**src/rtl/core/scde_pkg.sv**
```systemverilog
// ----------------------------------------------------------------------------
// scde_pkg
// Shared types, register indexes and constants of the step cadence speed
// estimator.
// ----------------------------------------------------------------------------
package scde_pkg;

  // Payload types
  typedef logic signed [11:0] axis_t;
  typedef logic [23:0]        sumsq_t;
  typedef logic [11:0]        mag_t;
  typedef logic [12:0]        level_t;
  typedef logic [6:0]         speed_t;

  // Configuration register indexes
  localparam logic [2:0] CFG_SENSOR_PRESENT = 3'd0;
  localparam logic [2:0] CFG_STEP_THRESHOLD = 3'd1;
  localparam logic [2:0] CFG_REARM_THRESH   = 3'd2;
  localparam logic [2:0] CFG_MIN_STEP_INT   = 3'd3;
  localparam logic [2:0] CFG_STOP_INTERVAL  = 3'd4;

  localparam int CFG_DATA_W = 16;

  // Configuration reset values
  localparam logic        RST_SENSOR_PRESENT = 1'b1;
  localparam logic [11:0] RST_STEP_THRESHOLD = 12'd120;
  localparam logic [11:0] RST_REARM_THRESH   = 12'd60;
  localparam logic [15:0] RST_MIN_STEP_INT   = 16'd250;
  localparam logic [15:0] RST_STOP_INTERVAL  = 16'd2000;

  // Shared root/divide unit modes
  localparam logic RD_SQRT = 1'b0;
  localparam logic RD_DIV  = 1'b1;

  localparam int SQRT_STEPS = 12;
  localparam int DIV_STEPS  = 15;

  // Speed arithmetic
  localparam logic [14:0] SPEED_SCALE = 15'd18000;
  localparam speed_t      SPEED_LIMIT = 7'd99;
  // Any interval up to this gives an instant speed of at least the limit
  localparam logic [31:0] FAST_SINCE  = 32'd181;
  // x / 5 == (x * 205) >> 10 for x < 1024
  localparam logic [16:0] DIV5_MUL    = 17'd205;
  localparam int          DIV5_SHIFT  = 10;
  localparam int          LEVEL_SHIFT = 5;

  // Shared unit control and status
  typedef struct packed {
    logic start;
    logic mode;
  } rd_ctrl_t;

  typedef struct packed {
    logic busy;
    logic done;
  } rd_stat_t;

endpackage

```
**src/rtl/core/scde_sumsq.sv**
```systemverilog
// ----------------------------------------------------------------------------
// scde_sumsq
// Sum of squares of the three axes, one axis at a time through one multiplier.
// ----------------------------------------------------------------------------
module scde_sumsq import scde_pkg::*; (
  input  logic   clk,
  input  logic   rst_n,
  input  logic   start,
  input  axis_t  axis_x,
  input  axis_t  axis_y,
  input  axis_t  axis_z,
  output sumsq_t sum,
  output logic   done
);

  logic        busy_r, busy_nxt;
  logic        done_r, done_nxt;
  logic [1:0]  cnt_r, cnt_nxt;
  sumsq_t      acc_r, acc_nxt;
  axis_t       sel;
  logic signed [23:0] prod;

  // Axis select for the shared multiplier
  always_comb begin
    case (cnt_r)
      2'd0:    sel = axis_x;
      2'd1:    sel = axis_y;
      default: sel = axis_z;
    endcase
  end

  assign prod = sel * sel;

  always_comb begin
    busy_nxt = busy_r;
    done_nxt = 1'b0;
    cnt_nxt  = cnt_r;
    acc_nxt  = acc_r;
    if (start) begin
      busy_nxt = 1'b1;
      cnt_nxt  = 2'd0;
      acc_nxt  = '0;
    end else if (busy_r) begin
      acc_nxt = acc_r + {1'b0, prod[22:0]};
      cnt_nxt = cnt_r + 2'd1;
      if (cnt_r == 2'd2) begin
        busy_nxt = 1'b0;
        done_nxt = 1'b1;
      end
    end
  end

  always_ff @(posedge clk) begin
    if (!rst_n) begin
      busy_r <= 1'b0;
      done_r <= 1'b0;
      cnt_r  <= 2'd0;
    end else begin
      busy_r <= busy_nxt;
      done_r <= done_nxt;
      cnt_r  <= cnt_nxt;
    end
    acc_r <= acc_nxt;
  end

  assign sum  = acc_r;
  assign done = done_r;

endmodule

```
**src/rtl/core/scde_rootdiv.sv**
```systemverilog
// ----------------------------------------------------------------------------
// scde_rootdiv
// Shared restoring unit: one compare/subtract a cycle, used for the integer
// square root and for the speed division.
// ----------------------------------------------------------------------------
module scde_rootdiv import scde_pkg::*; (
  input  logic        clk,
  input  logic        rst_n,
  input  rd_ctrl_t    ctrl,
  input  logic [23:0] src,
  input  logic [15:0] divisor,
  output rd_stat_t    stat,
  output logic [14:0] quot
);

  logic        busy_r, busy_nxt;
  logic        done_r, done_nxt;
  logic        mode_r, mode_nxt;
  logic [3:0]  cnt_r, cnt_nxt;
  logic [23:0] src_r, src_nxt;
  logic [15:0] dvs_r, dvs_nxt;
  logic [16:0] rem_r, rem_nxt;
  logic [14:0] q_r, q_nxt;
  logic [16:0] shifted, trial, remdiff;
  logic        ge;

  // One restoring step: bring in the next digit, try the subtract
  always_comb begin
    if (mode_r == RD_SQRT) begin
      shifted = {rem_r[14:0], src_r[23:22]};
      trial   = {3'b000, q_r[11:0], 2'b01};
    end else begin
      shifted = {rem_r[15:0], src_r[23]};
      trial   = {1'b0, dvs_r};
    end
    ge      = (shifted >= trial);
    remdiff = shifted - trial;
  end

  always_comb begin
    busy_nxt = busy_r;
    done_nxt = 1'b0;
    mode_nxt = mode_r;
    cnt_nxt  = cnt_r;
    src_nxt  = src_r;
    dvs_nxt  = dvs_r;
    rem_nxt  = rem_r;
    q_nxt    = q_r;
    if (ctrl.start) begin
      busy_nxt = 1'b1;
      mode_nxt = ctrl.mode;
      cnt_nxt  = (ctrl.mode == RD_SQRT) ? 4'(SQRT_STEPS - 1) : 4'(DIV_STEPS - 1);
      src_nxt  = src;
      dvs_nxt  = divisor;
      rem_nxt  = '0;
      q_nxt    = '0;
    end else if (busy_r) begin
      rem_nxt = ge ? remdiff : shifted;
      q_nxt   = {q_r[13:0], ge};
      src_nxt = (mode_r == RD_SQRT) ? {src_r[21:0], 2'b00} : {src_r[22:0], 1'b0};
      cnt_nxt = cnt_r - 4'd1;
      if (cnt_r == 4'd0) begin
        busy_nxt = 1'b0;
        done_nxt = 1'b1;
      end
    end
  end

  always_ff @(posedge clk) begin
    if (!rst_n) begin
      busy_r <= 1'b0;
      done_r <= 1'b0;
      cnt_r  <= 4'd0;
    end else begin
      busy_r <= busy_nxt;
      done_r <= done_nxt;
      cnt_r  <= cnt_nxt;
    end
    mode_r <= mode_nxt;
    src_r  <= src_nxt;
    dvs_r  <= dvs_nxt;
    rem_r  <= rem_nxt;
    q_r    <= q_nxt;
  end

  assign stat.busy = busy_r;
  assign stat.done = done_r;
  assign quot      = q_r;

endmodule

```
**src/rtl/core/step_cadence_speed_estimator_top.sv**
```systemverilog
// ----------------------------------------------------------------------------
// step_cadence_speed_estimator_top
// Accelerometer magnitude, gravity tracking, step detection and smoothed
// running speed, one request at a time under a small sequencer.
// ----------------------------------------------------------------------------
// Requests: one at a time; the next request is taken once the sequencer
//   is idle again, also while the last result still waits for out_ready.
// Reset (synchronous, rst_n low) restores the registers to defaults and
//   clears all tracking state.
module step_cadence_speed_estimator_top import scde_pkg::*; (
  input  logic                  clk,
  input  logic                  rst_n,
  // configuration
  input  logic                  cfg_we,
  input  logic [2:0]            cfg_index,
  input  logic [CFG_DATA_W-1:0] cfg_wdata,
  // input requests
  input  logic                  in_valid,
  output logic                  in_ready,
  input  axis_t                 in_accel_x,
  input  axis_t                 in_accel_y,
  input  axis_t                 in_accel_z,
  input  logic [31:0]           in_tick_ms,
  input  logic                  in_sample_valid,
  // results
  output logic                  out_valid,
  input  logic                  out_ready,
  output speed_t                out_speed
);

  localparam logic [2:0] ST_IDLE  = 3'd0;
  localparam logic [2:0] ST_SQR   = 3'd1;
  localparam logic [2:0] ST_ROOT  = 3'd2;
  localparam logic [2:0] ST_UPD   = 3'd3;
  localparam logic [2:0] ST_DIV   = 3'd4;
  localparam logic [2:0] ST_BLEND = 3'd5;
  localparam logic [2:0] ST_DONE  = 3'd6;

  // Configuration registers
  logic        sensor_present_r;
  logic [11:0] step_thr_r;
  logic [11:0] rearm_thr_r;
  logic [15:0] min_int_r;
  logic [15:0] stop_int_r;

  // Sequencer and request registers
  logic [2:0]  state_r, state_nxt;
  axis_t       ax_r, ax_nxt, ay_r, ay_nxt, az_r, az_nxt;
  logic [31:0] tick_r, tick_nxt;
  mag_t        mag_r, mag_nxt;
  speed_t      inst_r, inst_nxt;
  logic        res_zero_r, res_zero_nxt;
  logic        zero_fin_r, zero_fin_nxt;

  // Tracking state
  level_t      grav_r, grav_nxt;
  logic [31:0] last_r, last_nxt;
  speed_t      speed_r, speed_nxt;
  logic        seeded_r, seeded_nxt;
  logic        above_r, above_nxt;
  logic        first_r, first_nxt;

  // Output register
  logic        out_valid_r, out_valid_nxt;
  speed_t      out_speed_r, out_speed_nxt;

  // Sub-unit links
  logic        sq_start, sq_done;
  sumsq_t      sq_sum;
  rd_ctrl_t    rd_ctrl;
  rd_stat_t    rd_stat;
  logic [14:0] rd_quot;

  // Update arithmetic
  logic signed [13:0] diff, adj, lvl_step, grav_sum;
  logic [13:0] motion;
  logic [31:0] since;
  logic        step_hit, rearm_hit;
  logic [8:0]  bsum;
  logic [16:0] bprod;
  speed_t      blended;
  logic        accept, go;

  assign in_ready = (state_r == ST_IDLE);
  assign accept   = in_valid && in_ready;
  assign go       = sensor_present_r && in_sample_valid;
  assign sq_start = accept && go;

  scde_sumsq u_sumsq (
    .clk    (clk),
    .rst_n  (rst_n),
    .start  (sq_start),
    .axis_x (ax_r),
    .axis_y (ay_r),
    .axis_z (az_r),
    .sum    (sq_sum),
    .done   (sq_done)
  );

  // Root starts when the sum is ready; divide when the update asks for it
  always_comb begin
    rd_ctrl.start = 1'b0;
    rd_ctrl.mode  = RD_SQRT;
    if (state_r == ST_SQR && sq_done) begin
      rd_ctrl.start = 1'b1;
    end else if (state_r == ST_UPD && seeded_r && step_hit && first_r &&
                 since <= {16'b0, stop_int_r} && since > FAST_SINCE) begin
      rd_ctrl.start = 1'b1;
      rd_ctrl.mode  = RD_DIV;
    end
  end

  scde_rootdiv u_rootdiv (
    .clk     (clk),
    .rst_n   (rst_n),
    .ctrl    (rd_ctrl),
    .src     ((rd_ctrl.mode == RD_SQRT) ? sq_sum : {SPEED_SCALE, 9'b0}),
    .divisor (since[15:0]),
    .stat    (rd_stat),
    .quot    (rd_quot)
  );

  // Baseline difference, truncated 1/32 step, motion and interval
  always_comb begin
    diff      = $signed({2'b00, mag_r}) - $signed({1'b0, grav_r});
    adj       = diff + (diff[13] ? 14'sd31 : 14'sd0);
    lvl_step  = adj >>> LEVEL_SHIFT;
    grav_sum  = $signed({1'b0, grav_r}) + lvl_step;
    motion    = diff[13] ? 14'(-diff) : diff;
    since     = tick_r - last_r;
    step_hit  = !above_r && motion >= {2'b00, step_thr_r} &&
                since >= {16'b0, min_int_r};
    rearm_hit = above_r && motion <= {2'b00, rearm_thr_r};
  end

  // Speed smoothing: (4 * speed + instant) / 5
  assign bsum    = {speed_r, 2'b00} + {2'b00, inst_r};
  assign bprod   = {8'b0, bsum} * DIV5_MUL;
  assign blended = bprod[DIV5_SHIFT +: 7];

  // Sequencer
  always_comb begin
    state_nxt     = state_r;
    ax_nxt        = ax_r;
    ay_nxt        = ay_r;
    az_nxt        = az_r;
    tick_nxt      = tick_r;
    mag_nxt       = mag_r;
    inst_nxt      = inst_r;
    res_zero_nxt  = res_zero_r;
    zero_fin_nxt  = zero_fin_r;
    grav_nxt      = grav_r;
    last_nxt      = last_r;
    speed_nxt     = speed_r;
    seeded_nxt    = seeded_r;
    above_nxt     = above_r;
    first_nxt     = first_r;
    out_valid_nxt = out_valid_r && !out_ready;
    out_speed_nxt = out_speed_r;
    unique case (state_r)
      ST_IDLE: begin
        if (accept) begin
          ax_nxt       = in_accel_x;
          ay_nxt       = in_accel_y;
          az_nxt       = in_accel_z;
          tick_nxt     = in_tick_ms;
          res_zero_nxt = !go;
          state_nxt    = go ? ST_SQR : ST_DONE;
        end
      end
      ST_SQR: begin
        if (sq_done) state_nxt = ST_ROOT;
      end
      ST_ROOT: begin
        if (rd_stat.done) begin
          mag_nxt   = rd_quot[11:0];
          state_nxt = ST_UPD;
        end
      end
      ST_UPD: begin
        state_nxt = ST_DONE;
        if (!seeded_r) begin
          // seeding sample
          grav_nxt     = {1'b0, mag_r};
          seeded_nxt   = 1'b1;
          res_zero_nxt = 1'b1;
        end else begin
          grav_nxt = grav_sum[12:0];
          if (step_hit) begin
            last_nxt     = tick_r;
            above_nxt    = 1'b1;
            zero_fin_nxt = (stop_int_r == 16'd0);
            if (!first_r) begin
              first_nxt = 1'b1;
              speed_nxt = '0;
            end else if (since <= {16'b0, stop_int_r}) begin
              inst_nxt  = SPEED_LIMIT;
              state_nxt = (since > FAST_SINCE) ? ST_DIV : ST_BLEND;
            end
          end else begin
            zero_fin_nxt = (since >= {16'b0, stop_int_r});
            if (rearm_hit) above_nxt = 1'b0;
          end
          // no blend pending: apply the stop rule now
          if (!(step_hit && first_r && since <= {16'b0, stop_int_r})) begin
            if (step_hit ? (stop_int_r == 16'd0) : (since >= {16'b0, stop_int_r}))
              speed_nxt = '0;
          end
        end
      end
      ST_DIV: begin
        if (rd_stat.done) begin
          inst_nxt  = (rd_quot > 15'(SPEED_LIMIT)) ? SPEED_LIMIT : rd_quot[6:0];
          state_nxt = ST_BLEND;
        end
      end
      ST_BLEND: begin
        speed_nxt = zero_fin_r ? '0 : blended;
        state_nxt = ST_DONE;
      end
      ST_DONE: begin
        if (!out_valid_r || out_ready) begin
          out_valid_nxt = 1'b1;
          out_speed_nxt = res_zero_r ? '0 : speed_r;
          state_nxt     = ST_IDLE;
        end
      end
      default: state_nxt = ST_IDLE;
    endcase
  end

  // Control and tracking registers
  always_ff @(posedge clk) begin
    if (!rst_n) begin
      state_r          <= ST_IDLE;
      out_valid_r      <= 1'b0;
      grav_r           <= '0;
      last_r           <= '0;
      speed_r          <= '0;
      seeded_r         <= 1'b0;
      above_r          <= 1'b0;
      first_r          <= 1'b0;
      sensor_present_r <= RST_SENSOR_PRESENT;
      step_thr_r       <= RST_STEP_THRESHOLD;
      rearm_thr_r      <= RST_REARM_THRESH;
      min_int_r        <= RST_MIN_STEP_INT;
      stop_int_r       <= RST_STOP_INTERVAL;
    end else begin
      state_r     <= state_nxt;
      out_valid_r <= out_valid_nxt;
      grav_r      <= grav_nxt;
      last_r      <= last_nxt;
      speed_r     <= speed_nxt;
      seeded_r    <= seeded_nxt;
      above_r     <= above_nxt;
      first_r     <= first_nxt;
      if (cfg_we) begin
        unique case (cfg_index)
          CFG_SENSOR_PRESENT: sensor_present_r <= cfg_wdata[0];
          CFG_STEP_THRESHOLD: step_thr_r       <= cfg_wdata[11:0];
          CFG_REARM_THRESH:   rearm_thr_r      <= cfg_wdata[11:0];
          CFG_MIN_STEP_INT:   min_int_r        <= cfg_wdata;
          CFG_STOP_INTERVAL:  stop_int_r       <= cfg_wdata;
          default: ;
        endcase
      end
    end
  end

  // Payload registers
  always_ff @(posedge clk) begin
    ax_r        <= ax_nxt;
    ay_r        <= ay_nxt;
    az_r        <= az_nxt;
    tick_r      <= tick_nxt;
    mag_r       <= mag_nxt;
    inst_r      <= inst_nxt;
    res_zero_r  <= res_zero_nxt;
    zero_fin_r  <= zero_fin_nxt;
    out_speed_r <= out_speed_nxt;
  end

  assign out_valid = out_valid_r;
  assign out_speed = out_speed_r;

  // Checks
  a_speed_range: assert property (@(posedge clk) disable iff (!rst_n)
    speed_r <= SPEED_LIMIT)
    else $error("speed above limit");

  a_no_speed_before_step: assert property (@(posedge clk) disable iff (!rst_n)
    !first_r |-> speed_r == '0)
    else $error("speed before first step");

  a_rd_start_idle: assert property (@(posedge clk) disable iff (!rst_n)
    rd_ctrl.start |-> !rd_stat.busy)
    else $error("shared unit restarted while busy");

  a_sum_to_root: assert property (@(posedge clk) disable iff (!rst_n)
    (state_r == ST_SQR && sq_done) |=> (state_r == ST_ROOT && rd_stat.busy))
    else $error("root not started after sum");

  a_level_range: assert property (@(posedge clk) disable iff (!rst_n)
    grav_r <= 13'd3547)
    else $error("gravity level out of range");

endmodule

```
**config.mk**
```make
export PLATFORM = sky130hd
export DESIGN_NAME = step_cadence_speed_estimator_top
export DESIGN_NICKNAME = d
export VERILOG_FILES = /design/src/rtl/core/scde_pkg.sv /design/src/rtl/core/scde_sumsq.sv /design/src/rtl/core/scde_rootdiv.sv /design/src/rtl/core/step_cadence_speed_estimator_top.sv
export SDC_FILE = /design/constraint.sdc
export NUM_CORES = 1
export LEC_CHECK = 0
export BUFFER_PORTS_ARGS = -buffer_cell sky130_fd_sc_hd__buf_2
export CAP_MARGIN = 20
export CELL_PAD_IN_SITES_DETAIL_PLACEMENT = 1
export CELL_PAD_IN_SITES_GLOBAL_PLACEMENT = 2
export CORE_ASPECT_RATIO = 1.4
export CORE_MARGIN = 4
export CORE_UTILIZATION = 44
export DETAILED_ROUTE_END_ITERATION = 16
export GPL_ROUTABILITY_DRIVEN = 0
export HOLD_SLACK_MARGIN = 0.12
export PLACE_DENSITY_LB_ADDON = 0.1
export SYNTH_ARGS = -nofsm -noshare
export SYNTH_HDL_FRONTEND = slang
export SYNTH_SLANG_ARGS = --single-unit
```
**constraint.sdc**
```tcl
create_clock -name clk -period 13.2 [get_ports clk]
set_input_delay 1.32 -clock clk [delete_from_list [all_inputs] [get_ports clk]]
set_output_delay 1.32 -clock clk [all_outputs]
set_load 0.05 [all_outputs]
```
==> impl_metrics.py, run 1 <==
metrics = {
    "timing": {
        "grt_setup_unrepaired": "false",
        "setup_viol": 0,
        "tightest_slew_ps": 1080,
        "relSlewSlack_pct": 28.2,
        "fin_crit_sh_pct": 66.5,
        "hold_slack_ps": 454,
        "timing.final.crit_period_ps": 8780,
        "fin_skew_ps": 35.4,
        "max_freq_ghz": 0.114,
        "tns_ps": 0,
        "finalMaxSlewViolations": 0,
        "hold_violations": 0,
    },
    "final_layout": {
        "final_nets": 3305,
        "syn2layout_area_growth_pct": 9.68,
        "final_layout_size_suffix_gt1_share_pct": 8.24,
        "post_layout_nonfiller_instances": 3575,
        "antennaDiodeCount": 0,
        "design_area_um2": 27500,
        "multiInputGateArea_um2": 15700,
        "fillers": 6562,
        "ff_latch_area_um2": 7740,
    },
    "logic_synthesis": {
        "syn_inst": 2746,
        "synth_nets": 3238,
        "async_reset_ff_share_pct": 0,
        "ys_warn_count": 0,
        "netlist_area_um2": 25100,
        "ys_ff_latch": 318,
        "synth_area_per_cell_um2": 9.14,
        "ys.flop_type": "dfxtp_1",
        "synth_edf_count": 137,
        "synth.distinct_cells": 79,
        "yosysSeqAreaShare_pct": 30.8,
    },
    "die": {
        "die-area_um2": 61000,
        "die_h_um": 291,
        "start_util_pct": 44.5,
        "coreArea_um2": 56400,
        "die-width_um": 210,
        "placementRows": 103,
        "ios": 102,
    },
    "setup_path": {
        "crit_path_start_kind": "register",
        "r2r_cells": 30,
        "regToRegEndpoint": "u_sumsq.sum[23]",
        "crit_path_top_delay_cell": "nor2_1",
        "regToRegSetupSlack_ps": 4420,
        "critPathMaxStageDelay_ps": 600,
        "critPathMaxFanout": 15,
        "r2r_start": "u_sumsq.cnt_r[0]",
        "cp_num_buf_inv": 7,
        "path_class": "register to register",
        "critical_path_depth": 30,
        "worst_path_most_repeated_cell": "inv_1",
        "critPathArrivalTime_ps": 9190,
        "required_ps": 13610,
        "cp-end-kind": "register",
        "worst_path_dominant_cell_family": "adder cells",
    },
    "hold_path": {
        "hold_start": "rearm_thr_r[6]",
        "hp-class": "register to register",
        "hold_end": "rearm_thr_r[6]",
        "worstHoldPathCells": 2,
    },
    "detailed_routing": {
        "drc_errors": 0,
        "drt_iter0_drc": 680,
        "post_drt_wl_per_cell_um": 19.9,
        "dr.pass1.iters": 5,
        "routed_wirelength_mm": 71.0,
        "drtAntennaViolNets": 0,
        "dr_total_vias": 19800,
        "viasPerCell": 5.54,
    },
    "global_route": {
        "track_usage_pct": 23.3,
        "grt_overflow": 0,
        "grt_pass1_wl_mm": 115,
        "grt_max_degree": 83,
        "grt_pass1_vias": 22100,
        "antenna_found_initial": 0,
    },
    "clocking": {
        "cts-root-buf": "clkbuf_16",
        "clock_latency_ps": 560,
        "clockBufferDepth": 3,
        "post-cts-setup-buffer-count": 0,
        "cts_buffers": 36,
        "cts_resized": 0,
        "tritoncts": "yes",
        "htree_levels": 2,
        "cts_hold_buffers": 0,
        "clk_pin_slew_worst_paths_ps": 60,
        "cts_sinks": 318,
    },
    "place": {
        "hpwl_mm": 57.0,
        "dp_cells": 3510,
        "port_buffers": 101,
        "placed_area_um2": 26300,
    },
    "flow_run": {
        "max_cap_violations": 0,
    },
    "run_status": {
        "outcome": "finished, final reports clean",
    },
}
[worst max-delay path by stage]
| stage | startpoint | to | slack (ps) |
|---|---|---|---|
| 4_1_cts | u_sumsq.cnt_r[0] | u_sumsq.sum[23] | 4340 |
| 5_1_grt | u_sumsq.cnt_r[0] | u_sumsq.sum[23] | 3750 |
| 3_3_place_gp | u_sumsq.cnt_r[0] | u_sumsq.sum[23] | 4630 |
| 3_5_place_dp | u_sumsq.cnt_r[0] | u_sumsq.sum[23] | 4400 |
| 6_report | u_sumsq.cnt_r[0] | u_sumsq.sum[23] | 4420 |
| 2_1_floorplan | u_sumsq.cnt_r[0] | u_sumsq.sum[23] | 5690 |
[layout by cell type, fill, tap and decap left out, types with 27 or more instances in the layout]
master | Yosys | final
nand2b_1 | 27 | 27
nand2_1 | 237 | 237
xnor2_1 | 82 | 82
a21o_1 | 49 | 49
a21oi_1 | 194 | 194
nor3_1 | 34 | 33
clkbuf_16 | 0 | 36
o21ai_0 | 111 | 111
mux2i_1 | 100 | 100
o211ai_1 | 28 | 28
ha_1 | 263 | 263
dfxtp_1 | 181 | 180
xor2_1 | 50 | 50
nor2_1 | 204 | 203
buf_2 | 3 | 101
nand3_1 | 77 | 77
inv_1 | 341 | 339
fa_1 | 136 | 136
edfxtp_1 | 137 | 137
nor2b_1 | 36 | 36
a211oi_1 | 32 | 32
[through the flow]
| step | worst slack [ps] | utilization, % |
|---|---|---|
| 4_1_cts | 4340 | 48.8 |
| 3_3_place_gp | 4630 | 46.6 |
| 3_5_place_dp | 4400 | 46.7 |
| 6_report | 4420 | 48.8 |
| 2_1_floorplan | 5690 | - |
| 5_1_grt | 3750 | 48.8 |
[registers in the layout (all words and copies together) (netlist names), 13 cells and up]
| signal | count |
|---|---|
| u_sumsq.sum | 24 |
| u_rootdiv.src_r | 24 |
| u_rootdiv.dvs_r | 16 |
| u_rootdiv.quot | 15 |
| last_r | 32 |
| grav_r | 13 |
| stop_int_r | 16 |
| u_rootdiv.rem_r | 16 |
| tick_r | 32 |
| min_int_r | 16 |
[kinds of logic after synthesis]
| group | share of synthesized area [%] |
|---|---|
| flip-flops | 30.8 |
| XOR/XNOR | 4.60 |
| AO/OA/AOI/OAI | 15.6 |
| AND/OR/NAND/NOR | 13.7 |
| buffers and inverters | 6.74 |
| adder cells (fa/ha/maj) | 23.9 |
| multiplexers | 4.66 |
[per-layer routing]
metal	vias to the layer above	track usage [%]	part of all wire, %
met5	-	0	0
li1	9625	-	-
met1	9827	24.6	38
met3	131	2.08	1.9
met4	0	8.98	4.3
met2	237	46.6	56
[synthesized netlist by cell type, types with 7 or more instances]
master | count | area share (%)
o31ai_1 | 25 | 0.75
buf_1 | 7 | 0.10
xnor2_1 | 82 | 2.9
o21ai_0 | 111 | 2.2
clkbuf_1 | 82 | 1.2
nand2_1 | 237 | 3.5
dfxtp_1 | 181 | 14
nor3b_1 | 7 | 0.21
and2_1 | 13 | 0.32
nand2b_1 | 27 | 0.67
a22o_1 | 12 | 0.42
xor2_1 | 50 | 1.7
inv_1 | 341 | 5.1
a21oi_1 | 194 | 3.9
and3_1 | 14 | 0.35
nand4_1 | 19 | 0.47
a211oi_1 | 32 | 0.96
or3_1 | 10 | 0.25
o21a_1 | 26 | 0.78
nand3_1 | 77 | 1.5
mux2i_1 | 100 | 4.0
a211o_1 | 7 | 0.24
nor3_1 | 34 | 0.68
mux2_2 | 15 | 0.67
a31oi_1 | 23 | 0.57
o211ai_1 | 28 | 0.84
ha_1 | 263 | 13
edfxtp_1 | 137 | 16
nor4_1 | 15 | 0.37
nor2b_1 | 36 | 0.90
or2_2 | 19 | 0.47
a21o_1 | 49 | 1.5
nor2_1 | 204 | 3.0
o21bai_1 | 18 | 0.54
a2bb2oi_1 | 7 | 0.24
fa_1 | 136 | 11
[worst reg2reg max path: cells and delay by family, from the launching register on]
family	cells	cell delay (ps)
AO/OA/AOI/OAI	7	1780
XOR/XNOR	2	300
adder cells (fa/ha/maj)	8	3560
buffers and inverters	7	910
flip-flops	1	380
AND/OR/NAND/NOR	6	1700
[final cells by class]
| class | instances | area share [%] |
|---|---|---|
| multi-input combinational | 1986 | 57.0 |
| clock inverter | 25 | 0.990 |
| clock buffer | 40 | 3.34 |
| sequential | 318 | 28.1 |
| inverter | 346 | 4.72 |
| timing repair buffer | 125 | 2.53 |
| tap | 735 | 3.34 |
Power of run 1 is not shown: default switching activity piles up to over one toggle a cycle in this logic, so the estimate is an artifact.
==> run 2: changes to the inputs <==
CORE_UTILIZATION = 41   (was 44)
clock period = 8.92 ns   (was 13.2 ns; I/O delays follow)
==> run 2 against run 1 <==
Effect of this change:
- die area up 7.1%
- setup slack worse by 3700 ps
- flip-flop and latch count unchanged
- cell count up 2.7%
- highest routed layer unchanged
- register-to-register slack worse by 3700 ps
- non-clock buffer count up 14
- via count up 0.16%
==> impl_metrics.py, run 2 (synthesis gave the netlist of run 1 again) <==
metrics = {
    "setup_path": {
        "cp-end-kind": "register",
        "critPathArrivalTime_ps": 8590,
        "regToRegEndpoint": "u_sumsq.sum[23]",
        "crit_path_start_kind": "register",
        "r2r_start": "u_sumsq.cnt_r[0]",
        "critPathMaxStageDelay_ps": 530,
        "path_class": "register to register",
        "critPathMaxFanout": 13,
        "worst_path_most_repeated_cell": "inv_1",
        "crit_path_top_delay_cell": "fa_1",
        "required_ps": 9330,
        "crit_start": "u_sumsq.cnt_r[0]",
        "endpoint": "u_sumsq.sum[23]",
        "regToRegSetupSlack_ps": 740,
        "r2r_cells": 36,
    },
    "global_route": {
        "antenna_found_initial": 0,
        "grt_overflow": 0,
        "grt_max_degree": 86,
        "track_usage_pct": 21.9,
        "grt_pass1_vias": 21700,
        "grt_pass1_wl_mm": 114,
    },
    "timing": {
        "max_freq_ghz": 0.122,
        "tightest_slew_ps": 1110,
        "fin_skew_ps": 42.0,
        "relSlewSlack_pct": 26.0,
        "hold_violations": 0,
        "setup_viol": 0,
        "grt_setup_unrepaired": "false",
        "finalMaxSlewViolations": 0,
        "timing.final.crit_period_ps": 8180,
        "hold_slack_ps": 457,
        "tns_ps": 0,
        "fin_crit_sh_pct": 91.7,
    },
    "clocking": {
        "clock_latency_ps": 560,
        "cts-root-buf": "clkbuf_16",
        "tritoncts": "yes",
        "cts_buffers": 36,
        "htree_levels": 2,
        "clockBufferDepth": 3,
        "clk_pin_slew_worst_paths_ps": 70,
        "cts_hold_buffers": 0,
        "cts_sinks": 318,
    },
    "final_layout": {
        "top_regs": "last_r (32), tick_r (32)",
        "final_nets": 3319,
        "syn2layout_area_growth_pct": 10.7,
        "antennaDiodeCount": 0,
        "design_area_um2": 27800,
        "final_common_cell": "inv_1",
        "final_cell_mix": "339 x inv_1, 263 x ha_1, 237 x nand2_1",
        "final_layout_size_suffix_gt1_share_pct": 8.76,
        "post_layout_nonfiller_instances": 3671,
    },
    "detailed_routing": {
        "dr_total_vias": 19900,
        "post_drt_wl_per_cell_um": 19.4,
        "drc_errors": 0,
        "viasPerCell": 5.41,
        "dr.pass1.iters": 6,
        "routed_wirelength_mm": 71.1,
        "drtAntennaViolNets": 0,
        "drt_iter0_drc": 666,
    },
    "place": {
        "placed_area_um2": 26500,
        "port_buffers": 101,
        "dp_cells": 3605,
        "hpwl_mm": 57.2,
    },
    "die": {
        "coreArea_um2": 60800,
        "start_util_pct": 41.3,
        "die_h_um": 301,
        "placementRows": 107,
        "die-width_um": 217,
        "die-area_um2": 65300,
        "ios": 102,
    },
    "hold_path": {
        "worstHoldPathCells": 2,
        "hp-class": "register to register",
    },
    "run_status": {
        "outcome": "finished, final reports clean",
    },
    "flow_run": {
        "max_cap_violations": 0,
    },
}
[run 2: cell count changes in the layout (fill, tap and decap cells not counted), moves of 2 or more]
cell,before,now
buf_4,22,36
clkbuf_1,3,7
clkbuf_8,0,2
clkinv_1,11,6
clkinv_2,8,5
clkinv_4,1,3
inv_2,1,3
inv_6,3,1
[run 2: worst min path at each step]
stage | start | to | slack [ps]
6_report | rearm_thr_r[6] | rearm_thr_r[6] | 460
5_1_grt | in_tick_ms[24] | tick_r[24] | 470
4_1_cts | rearm_thr_r[6] | rearm_thr_r[6] | 460
3_5_place_dp | rearm_thr_r[6] | rearm_thr_r[6] | 450
3_3_place_gp | rearm_thr_r[6] | rearm_thr_r[6] | 450
2_1_floorplan | u_rootdiv.rem_r[15] | u_rootdiv.rem_r[15] | 440
[run 2: critical path, delay by kind of cell, from the launching register on]
family	cells	cell delay, ps
flops	1	380
compound gates	13	2710
fa+ha+maj	8	3230
buf+inv	8	730
simple gates	5	680
xor+xnor	2	310
[run 2: metrics by stage]
step / setup WS, ps / util [%]
final: 741 / 45.7
after global routing: 64.8 / 45.7
after CTS: 560 / 45.7
after detailed placement: 614 / 43.7
after global placement: 840 / 43.6
after floorplan: 1410 / -
[run 2: layout make-up]
type | instances | area (µm²)
Clock buffer | 46 | 980
Sequential cell | 318 | 7740
Tap cell | 817 | 1020
Inverter | 346 | 1300
Timing Repair Buffer | 139 | 811
Fill cell | 7149 | 33000
Multi-Input combinational cell | 1986 | 15700
Clock inverter | 19 | 249
[run 2: per-layer routing]
metal | global-route usage, % | wire (µm) | vias up
li1 | - | - | 9649
met1 | 22.9 | 26900 | 9794
met2 | 42.9 | 38500 | 253
met3 | 2.16 | 1550 | 155
met4 | 10.9 | 4160 | 0
met5 | 0 | 0 | -
[run 2: what timing repair did]
action                                  4_1_cts  5_1_grt
hold endpoints to repair                      0        0
endpoints found under the setup margin        0        3
buffers inserted                              0        0
resized for setup                             0        2
Power of run 2 is left out for the same reason.
==> run 3: changes to the inputs <==
CELL_PAD_IN_SITES_DETAIL_PLACEMENT = unset   (was 1)
CELL_PAD_IN_SITES_GLOBAL_PLACEMENT = unset   (was 2)
CORE_UTILIZATION = 61   (was 41)
PLACE_DENSITY = 0.79   (was unset)
PLACE_DENSITY_LB_ADDON = unset   (was 0.1)
==> run 3 against run 2 <==
Effect of this change:
- count of clock-buffer cells in the layout shrank 10
- core utilization grew 22 points
- sequential share of layout area grew 0.40 points
- global-route usage grew 4.6 points
- setup slack lost 160 ps
- maximum frequency shrank 1.9%
- highest routed layer is now met5
==> impl_metrics.py, run 3 (synthesis gave the netlist of run 1 again) <==
metrics = {
    "timing": {
        "tightest_slew_ps": 1090,
        "timing.final.crit_period_ps": 8340,
        "setup_viol": 0,
        "finalMaxSlewViolations": 0,
        "relSlewSlack_pct": 27.3,
        "fin_crit_sh_pct": 93.5,
        "grt_setup_unrepaired": "false",
        "hold_slack_ps": 455,
        "hold_violations": 0,
        "max_freq_ghz": 0.120,
        "tns_ps": 0,
        "fin_skew_ps": 24.4,
    },
    "setup_path": {
        "r2r_cells": 30,
        "crit_start": "u_sumsq.cnt_r[1]",
        "cp_num_buf_inv": 7,
        "required_ps": 9330,
        "regToRegSetupSlack_ps": 580,
        "r2r_start": "u_sumsq.cnt_r[1]",
        "crit_path_start_kind": "register",
        "worst_path_most_repeated_cell": "inv_1",
        "path_class": "register to register",
        "critPathMaxStageDelay_ps": 710,
        "cp-end-kind": "register",
        "critPathArrivalTime_ps": 8750,
        "worst_path_dominant_cell_family": "adder cells",
        "regToRegEndpoint": "u_sumsq.sum[23]",
        "critPathMaxFanout": 13,
        "crit_path_top_delay_cell": "fa_1",
    },
    "detailed_routing": {
        "drt_iter0_drc": 1346,
        "post_drt_wl_per_cell_um": 17.7,
        "drtAntennaViolNets": 0,
        "viasPerCell": 5.95,
        "dr.pass1.iters": 6,
        "routed_wirelength_mm": 59.8,
        "drc_errors": 0,
        "dr_total_vias": 20100,
    },
    "run_status": {
        "outcome": "finished, final reports clean",
    },
    "final_layout": {
        "final_nets": 3303,
        "final_layout_size_suffix_gt1_share_pct": 8.49,
        "fillers": 3140,
        "syn2layout_area_growth_pct": 9.11,
        "final_common_cell": "inv_1",
        "top_regs": "last_r (32), tick_r (32)",
        "post_layout_nonfiller_instances": 3372,
        "multiInputGateArea_um2": 15700,
        "final_cell_mix": "339 x inv_1, 263 x ha_1, 237 x nand2_1",
        "ff_latch_area_um2": 7740,
    },
    "die": {
        "die-area_um2": 44500,
        "ios": 102,
        "placementRows": 87,
        "die-width_um": 179,
        "start_util_pct": 62.0,
        "die_h_um": 248,
        "coreArea_um2": 40500,
    },
    "global_route": {
        "grt_max_degree": 92,
        "track_usage_pct": 26.5,
        "grt_overflow": 0,
        "antenna_found_initial": 1,
        "grt_pass1_wl_mm": 99.4,
        "grt_pass1_vias": 20700,
    },
    "clocking": {
        "cts_buffers": 34,
        "cts_hold_buffers": 0,
        "clk_pin_slew_worst_paths_ps": 70,
        "cts_sinks": 318,
        "tritoncts": "yes",
        "clock_latency_ps": 540,
        "cts-root-buf": "clkbuf_16",
        "htree_levels": 2,
        "clockBufferDepth": 3,
    },
    "place": {
        "dp_cells": 3302,
        "port_buffers": 101,
        "hpwl_mm": 46.7,
    },
    "hold_path": {
        "hp-class": "register to register",
        "worstHoldPathCells": 2,
        "hold_end": "step_thr_r[2]",
        "hold_start": "step_thr_r[2]",
    },
    "flow_run": {
        "max_cap_violations": 0,
    },
}
-- run 3: changes by cell type in the layout (fill, tap and decap cells not counted), moves of 2 or more --
cell | previous run | this run
a21oi_1 | 193 | 189
bufinv_16 | 5 | 7
a21oi_2 | 1 | 5
clkbuf_1 | 7 | 0
clkbuf_16 | 37 | 35
buf_4 | 36 | 18
clkinv_1 | 6 | 10
buf_16 | 0 | 2
buf_8 | 1 | 3
-- run 3: repair_timing --
item,in CTS,in global routing
setup buffers,0,2
resized for setup,0,7
endpoints found under the setup margin,0,3
-- run 3: layout make-up --
class / instances / area share, %
Inverter: 346 / 4.74
Timing Repair Buffer: 125 / 2.72
Sequential cell: 318 / 28.2
Tap cell: 534 / 2.44
Multi-Input combinational cell: 1986 / 57.4
Clock buffer: 36 / 3.25
Clock inverter: 26 / 1.22
Antenna cell: 1 / 0.00913
-- run 3: worst max path at each step --
| stage | to | cells after the start |
|---|---|---|
| detailed placement | u_sumsq.sum[23] | 35 |
| global route | u_sumsq.sum[23] | 35 |
| global placement | u_sumsq.sum[23] | 35 |
| floorplan | u_sumsq.sum[23] | 31 |
| finish | u_sumsq.sum[23] | 30 |
| CTS | u_sumsq.sum[23] | 35 |
-- run 3: tightest hold or removal path: stages (launching register included) --
cell	delay, ps
dfxtp_1	310
nand2_1	50
a21oi_1	50
-- run 3: per-layer routing --
metal,routed length (µm),GRT usage [%],vias to the layer above
met1,22900,29.1,9604
li1,-,-,9636
met3,2770,3.74,195
met4,2890,12.1,2
met2,31300,50.6,616
met5,19,0,-
-- run 3: metrics by stage --
stage / utilization, % / setup slack (ps) / cell area, µm²
after floorplan: - / 1410 / 25100
after global placement: 64.3 / 730 / 26000
after detailed placement: 64.3 / 400 / 26100
after CTS: 67.4 / 357 / 27300
after global routing: 67.7 / 0.293 / 27400
final: 67.7 / 583 / 27400
Power of run 3 is left out for the same reason.
